**src/rtl/core/bpf_pkg.sv**
```systemverilog
package bpf_pkg;

    localparam int POS_W  = 32;
    localparam int DIFF_W = 33;
    localparam int TAG_W  = 31;
    localparam int TYPE_W = 7;
    localparam int MAG_W  = 32;
    localparam int CFG_W  = 64;
    localparam int ADDR_W = 2;
    localparam int IN_W   = 264;
    localparam int OUT_W  = 104;

    localparam int NORM_W = 30;
    localparam int SQ_W   = 60;
    localparam int SUM_W  = 62;
    localparam int ROOT_W = 31;
    localparam int REM_W  = 34;
    localparam int NUM_W  = 62;
    localparam int DIV_W  = 32;
    localparam int QUO_W  = 31;
    localparam int NORM_TOP = 29;

    localparam logic [ADDR_W-1:0] REG_FORCE_MAG = 2'd0;
    localparam logic [ADDR_W-1:0] REG_TYPE_EN   = 2'd1;
    localparam logic [ADDR_W-1:0] REG_NEWTON    = 2'd2;

    typedef struct packed {
        logic                       valid;
        logic                       active;
        logic                       apply_i;
        logic                       apply_j;
        logic                       zero;
        logic [2:0]                 sgn;
        logic [MAG_W-1:0]           mag;
        logic [2:0][NORM_W-1:0]     a;
    } bpf_ctl_t;

endpackage

```
**src/rtl/core/bpf_front.sv**
```systemverilog
module bpf_front #(
    parameter int NUM_BOND_TYPES = 64
) (
    input  logic                      aclk,
    input  logic                      aresetn,
    input  logic                      en,
    input  logic                      in_valid,
    input  logic [bpf_pkg::IN_W-1:0]  in_data,
    input  logic [bpf_pkg::MAG_W-1:0] force_mag,
    input  logic [bpf_pkg::CFG_W-1:0] type_en,
    input  logic                      newton,
    output bpf_pkg::bpf_ctl_t         ctl_o
);
    import bpf_pkg::*;

    logic [POS_W-1:0]  pos_i [3];
    logic [POS_W-1:0]  pos_j [3];
    logic [TAG_W-1:0]  tag_i, tag_j;
    logic [TYPE_W-1:0] btype, btype_m1;
    logic              grp, own_i, own_j, type_ok, active;
    logic [DIFF_W-1:0] diff [3];
    logic [2:0]        neg;
    logic              tag_neg, mag_neg;

    // stage a
    logic              va_reg, act_a_reg, api_a_reg, apj_a_reg;
    logic [2:0]        sgn_a_reg;
    logic [MAG_W-1:0]  mag_a_reg;
    logic [DIFF_W-1:0] abs_a_reg [3];

    // stage b
    logic              vb_reg, act_b_reg, api_b_reg, apj_b_reg, zero_b_reg, right_b_reg;
    logic [2:0]        sgn_b_reg;
    logic [MAG_W-1:0]  mag_b_reg;
    logic [DIFF_W-1:0] abs_b_reg [3];
    logic [1:0]        rsh_b_reg;
    logic [4:0]        lsh_b_reg;
    logic [DIFF_W-1:0] m_max;
    logic [5:0]        msb_pos;

    bpf_ctl_t          ctl_reg;

    always_comb begin
        for (int k = 0; k < 3; k++) begin
            pos_i[k] = in_data[k*POS_W +: POS_W];
            pos_j[k] = in_data[(k+3)*POS_W +: POS_W];
            diff[k]  = {pos_i[k][POS_W-1], pos_i[k]} - {pos_j[k][POS_W-1], pos_j[k]};
            neg[k]   = diff[k][DIFF_W-1];
        end
        tag_i    = in_data[192 +: TAG_W];
        tag_j    = in_data[223 +: TAG_W];
        btype    = in_data[254 +: TYPE_W];
        grp      = in_data[261];
        own_i    = in_data[262];
        own_j    = in_data[263];
        btype_m1 = btype - TYPE_W'(1);
        type_ok  = (btype != '0) && (btype <= TYPE_W'(NUM_BOND_TYPES));
        active   = grp && type_ok && type_en[btype_m1[5:0]];
        tag_neg  = !(tag_i > tag_j);
        mag_neg  = force_mag[MAG_W-1];
    end

    always_ff @(posedge aclk) begin
        if (!aresetn) begin
            va_reg <= 1'b0;
        end else if (en) begin
            va_reg <= in_valid;
        end
        if (en) begin
            act_a_reg <= active;
            api_a_reg <= active && (newton || own_i);
            apj_a_reg <= active && (newton || own_j);
            mag_a_reg <= mag_neg ? MAG_W'(-force_mag) : force_mag;
            for (int k = 0; k < 3; k++) begin
                sgn_a_reg[k] <= neg[k] ^ tag_neg ^ mag_neg;
                abs_a_reg[k] <= neg[k] ? DIFF_W'(-diff[k]) : diff[k];
            end
        end
    end

    always_comb begin
        m_max = abs_a_reg[0];
        if (abs_a_reg[1] > m_max) m_max = abs_a_reg[1];
        if (abs_a_reg[2] > m_max) m_max = abs_a_reg[2];
        msb_pos = '0;
        for (int i = 0; i < DIFF_W; i++) begin
            if (m_max[i]) msb_pos = 6'(i);
        end
    end

    always_ff @(posedge aclk) begin
        if (!aresetn) begin
            vb_reg <= 1'b0;
        end else if (en) begin
            vb_reg <= va_reg;
        end
        if (en) begin
            act_b_reg   <= act_a_reg;
            api_b_reg   <= api_a_reg;
            apj_b_reg   <= apj_a_reg;
            sgn_b_reg   <= sgn_a_reg;
            mag_b_reg   <= mag_a_reg;
            abs_b_reg   <= abs_a_reg;
            zero_b_reg  <= (m_max == '0);
            right_b_reg <= (msb_pos > 6'(NORM_TOP));
            rsh_b_reg   <= 2'(msb_pos - 6'(NORM_TOP));
            lsh_b_reg   <= 5'(6'(NORM_TOP) - msb_pos);
        end
    end

    // normalize so the largest component lies in [2^29, 2^30)
    always_ff @(posedge aclk) begin
        if (!aresetn) begin
            ctl_reg.valid <= 1'b0;
        end else if (en) begin
            ctl_reg.valid <= vb_reg;
        end
        if (en) begin
            ctl_reg.active  <= act_b_reg;
            ctl_reg.apply_i <= api_b_reg;
            ctl_reg.apply_j <= apj_b_reg;
            ctl_reg.zero    <= zero_b_reg;
            ctl_reg.sgn     <= sgn_b_reg;
            ctl_reg.mag     <= mag_b_reg;
            for (int k = 0; k < 3; k++) begin
                ctl_reg.a[k] <= right_b_reg ? NORM_W'(abs_b_reg[k] >> rsh_b_reg)
                                            : NORM_W'(abs_b_reg[k] << lsh_b_reg);
            end
        end
    end

    assign ctl_o = ctl_reg;

endmodule

```
**config.mk**
```make
export PLATFORM = sky130hd
export DESIGN_NAME = bpf_front
export DESIGN_NICKNAME = d
export VERILOG_FILES = /design/src/rtl/core/bpf_pkg.sv /design/src/rtl/core/bpf_front.sv
export SDC_FILE = /design/constraint.sdc
export NUM_CORES = 1
export LEC_CHECK = 0
export BUFFER_PORTS_ARGS = -buffer_cell sky130_fd_sc_hd__clkbuf_2
export CAP_MARGIN = 5
export CORE_ASPECT_RATIO = 1.75
export CORE_UTILIZATION = 45
export CTS_CLUSTER_DIAMETER = 200
export DETAILED_ROUTE_END_ITERATION = 10
export PLACE_DENSITY = 0.66
export SLEW_MARGIN = 30
export SYNTH_ARGS = -nofsm -noshare
export SYNTH_HDL_FRONTEND = slang
export SYNTH_SLANG_ARGS = --single-unit
```
**constraint.sdc**
```tcl
create_clock -name aclk -period 12.05 [get_ports aclk]
set_input_delay 1.205 -clock aclk [delete_from_list [all_inputs] [get_ports aclk]]
set_output_delay 1.205 -clock aclk [all_outputs]
set_load 0.1 [all_outputs]
```
==> metrics.md <==
| Metric | Value |
|---|---|
| Starting Density | `45.42%` |
| Core area | `70530 um^2` |
| R2r startpoint | `abs_a_reg[39]` |
| Worst Tran Pin Value | `0.9739 ns` |
| Vias in the first global route | `26435` |
| Xor/xnor share of the synthesized area | `5.733%` |
| Worst-path maximum fanout | `53` |
| CP Launch Point | `abs_a_reg[39]` |
| PD cells | `226.2 nW/um^2` |
| Critical Path RT | `12.41 ns` |
| Drt via density | `5.961` |
| Dpl ws | `4.702 ns` |
| Initial antenna violation count | `0` |
| Maximum VDD drop | `0.1724 mV` |
| Setup slack, reg-to-reg | `4.58 ns` |
| Final setup violation count | `0` |
| CTS Hold Bufs | `0` |
| Largest net degree at the start of global routing | `152` |
| Ys async rst share | `0%` |
| Number of diodes | `0` |
| Reg clk slew, reported paths | `0.07 ns` |
| Die X | `203.7 um` |
| Main combinational cell family by area after synthesis | `compound AO/OA/AOI/OAI gates` |
| Die Ht | `355.0 um` |
| Cells on Worst Hold Path | `0` |
| Final nets | `4131` |
| Final WL | `101.6 mm` |
| Drt wl/cell | `22.54 um` |
| CTS tree | `built` |
| Fmax | `133.9 MHz` |
| Post-CTS Setup Bufs | `0` |
| Synth Area in Compound Gates | `17.32%` |
| Synth top area share | `38.53%` |
| Area grow syn2layout | `14.59%` |
| RSZ-0062 raised after global routing | `false` |
| CTS H-tree lvls | `2` |
| CTS Buf Count | `40` |
| FILL cells | `6408` |
| Post-synth EDFFs | `411` |
| Leakage power | `15.29 nW` |
| Clk sink count | `414` |
| Status | `finished clean` |
| Worst R2R End | `right_b_reg` |
| Max-slew headroom | `33.39%` |
| Simple-gate portion of the synthesized area | `12.40%` |
| CTS resizes | `0` |
| Ports | `495` |
| Ranking of synthesized cells by area | `edfxtp_1, ha_1, mux4_2` |
| Buffers on Ports | `494` |
| Cell variety after synth | `113` |
| End point of the critical path | `right_b_reg` |
| Max-cap violations | `0` |
| Share of layout cells above drive strength 1 | `21.96%` |
| Grt total ovfl | `0` |
| # rows | `129` |
| Vias | `26859` |
| Crit path time final | `7.469 ns` |
| First-pass GRT wire length | `152.8 mm` |
| Mapped Cells | `3140` |
| Largest register FFs | `130` |
| HPWL Detailed | `80.88 mm` |
| Mapped Area | `32040 um^2` |
| Worst skew pair latency | `0.61 ns` |
| CP endpoint kind | `flip-flop` |
| Routability cong. | `0.9834` |
| Max Root-Sink Buffers | `3` |
| CP arrival | `7.83 ns` |
| Setup TNS | `0 ns` |
| Syn nets | `3710` |
| Hold WC Path Type | `reg2reg` |
| Final ANT Viol Nets | `0` |
| Final period utilization | `61.98%` |
| Clk_skew | `0.02903 ns` |
| Post-Synth Adder-Cell Area | `8.077%` |
| Yosys warns | `0` |
| Gr usage total | `27.71%` |
| Leading area contributor after synthesis | `edfxtp_1` |
| Fin. Hold Viols | `0` |
| Seq cells post-synth | `414` |
| FF-to-FF path depth | `25` |
| Startpoint types | `flip-flop` |
| Mux cell area share after synthesis | `13.27%` |
| Max Transition Viols Final | `0` |
| Avg Inst Size Synth | `10.20 um^2` |
| DIE AREA | `72300 um^2` |
| Drt pass-1 iters | `5` |
| Drt first-iter violations | `2077` |
| CP Class | `reg2reg` |
| Primary FF master, synth | `edfxtp_1` |
| Remaining routing DRC violations | `0` |
| Post-synthesis sequential area ratio | `38.71%` |
| Final worst setup slack | `4.581 ns` |
| Root buf cell | `clkbuf_16` |
[report_power, final]
| group | internal (W) | switching (W) | total, W |
|---|---|---|---|
| Sequential | 0.00205 | 0.000302 | 0.00235 |
| Combinational | 0.00148 | 0.00317 | 0.00465 |
| Clock | 0.000736 | 0.000571 | 0.00131 |
| Total | 0.00426 | 0.00404 | 0.00830 |
[worst max-delay path, cell delays in order, from the launching register on]
cell and delay, ns:
edfxtp_1 0.46, ha_1 0.35, a211oi_1 0.20, nor2_1 0.07
a2111oi_0 0.86, o21ai_1 0.28, o21ai_4 0.19, buf_4 0.60
mux2i_1 0.25, ha_1 0.37, nand4_1 0.14, nor4_1 0.72
and4_1 0.33, nand4_1 0.14, o21ai_2 0.08, buf_4 0.40
nor2_1 0.11, a31oi_1 0.24, a21boi_0 0.22, o221ai_1 0.16
a21oi_1 0.20, o31ai_1 0.12, a21oi_1 0.24, ha_1 0.18
nor3_1 0.05, or2_2 0.27
[metrics by stage]
stage / utilization, % / power (W) / cell area, um^2 / instances / hold WS [ns]
global route: 52.05 / 0.008715 / 36710 / 4506 / 0.4203
floorplan: - / 0.005763 / 32040 / 3140 / 0.4003
CTS: 52.00 / 0.008297 / 36680 / 4505 / 0.4171
global placement: 50.08 / 0.006945 / 35330 / 4435 / 0.4003
finish: 52.05 / 0.008303 / 36710 / 4506 / 0.4165
detailed placement: 50.10 / 0.006978 / 35340 / 4435 / 0.4045
[Yosys cell counts (53+ instances only)]
library cell	instances
a211oi_1	56
a21oi_1	215
clkbuf_1	93
edfxtp_1	411
ha_1	202
inv_1	230
mux2i_1	148
mux4_2	103
nand2_1	294
nand3_1	69
nor2_1	205
nor3_1	53
o21a_1	54
o21ai_0	131
xnor2_1	140
xor2_1	66
[logic make-up (layout without fill, tap and decap cells)]
logic type      Yosys count  after routing
simple gates            835            835
flops                   414            414
compound gates          814            814
fa+ha+maj               205            205
buf+inv                 373            822
xor+xnor                208            208
mux                     291            291
[per-layer routing]
metal	global-route usage [%]	vias to the layer above	wire, um
met1	29.77	12789	36520
met5	0	-	0
met3	3.562	274	5630
li1	-	12713	-
met4	17.07	0	6666
met2	50.90	1083	52740
[layout make-up]
| cell class | instances | area, um^2 | area share (%) |
|---|---|---|---|
| Clock buffer | 50 | 1049 | 2.856 |
| Clock inverter | 20 | 290.3 | 0.7907 |
| Inverter | 234 | 878.3 | 2.393 |
| Multi-Input combinational cell | 2353 | 18230 | 49.67 |
| Sequential cell | 414 | 12400 | 33.78 |
| Tap cell | 917 | 1147 | 3.125 |
| Timing Repair Buffer | 518 | 2711 | 7.386 |
[cell usage in the layout (no fill, tap or decap), types with 13 or more instances in the layout]
master and instances:
buf_4 20, xnor2_1 140, nand4_1 27, o211ai_1 23, nor2b_1 37, nor3_1 53
o31ai_1 20, a32o_1 14, clkbuf_2 493, mux4_2 103, clkbuf_16 40, mux2i_1 148
edfxtp_1 411, o21ai_0 131, a21oi_1 215, nand2_1 294, ha_1 202, o221ai_1 18
mux2_2 40, nand3_1 69, nor4_1 13, and3_1 20, inv_1 230, nor2_1 205
a21o_1 41, a31oi_1 42, o22ai_1 33, a211oi_1 56, o21a_1 54, or3_1 20
nand2b_1 20, xor2_1 65
[worst min-delay path by stage]
stage | start | end
after floorplan | act_a_reg | act_b_reg
after global placement | mag_a_reg[12] | mag_b_reg[12]
after detailed placement | mag_b_reg[3] | ctl_o[93]
after CTS | sgn_b_reg[1] | ctl_o[123]
after global routing | sgn_a_reg[0] | sgn_b_reg[0]
final | mag_a_reg[20] | mag_b_reg[20]
Note: power is estimated with default switching activity, not from simulation.
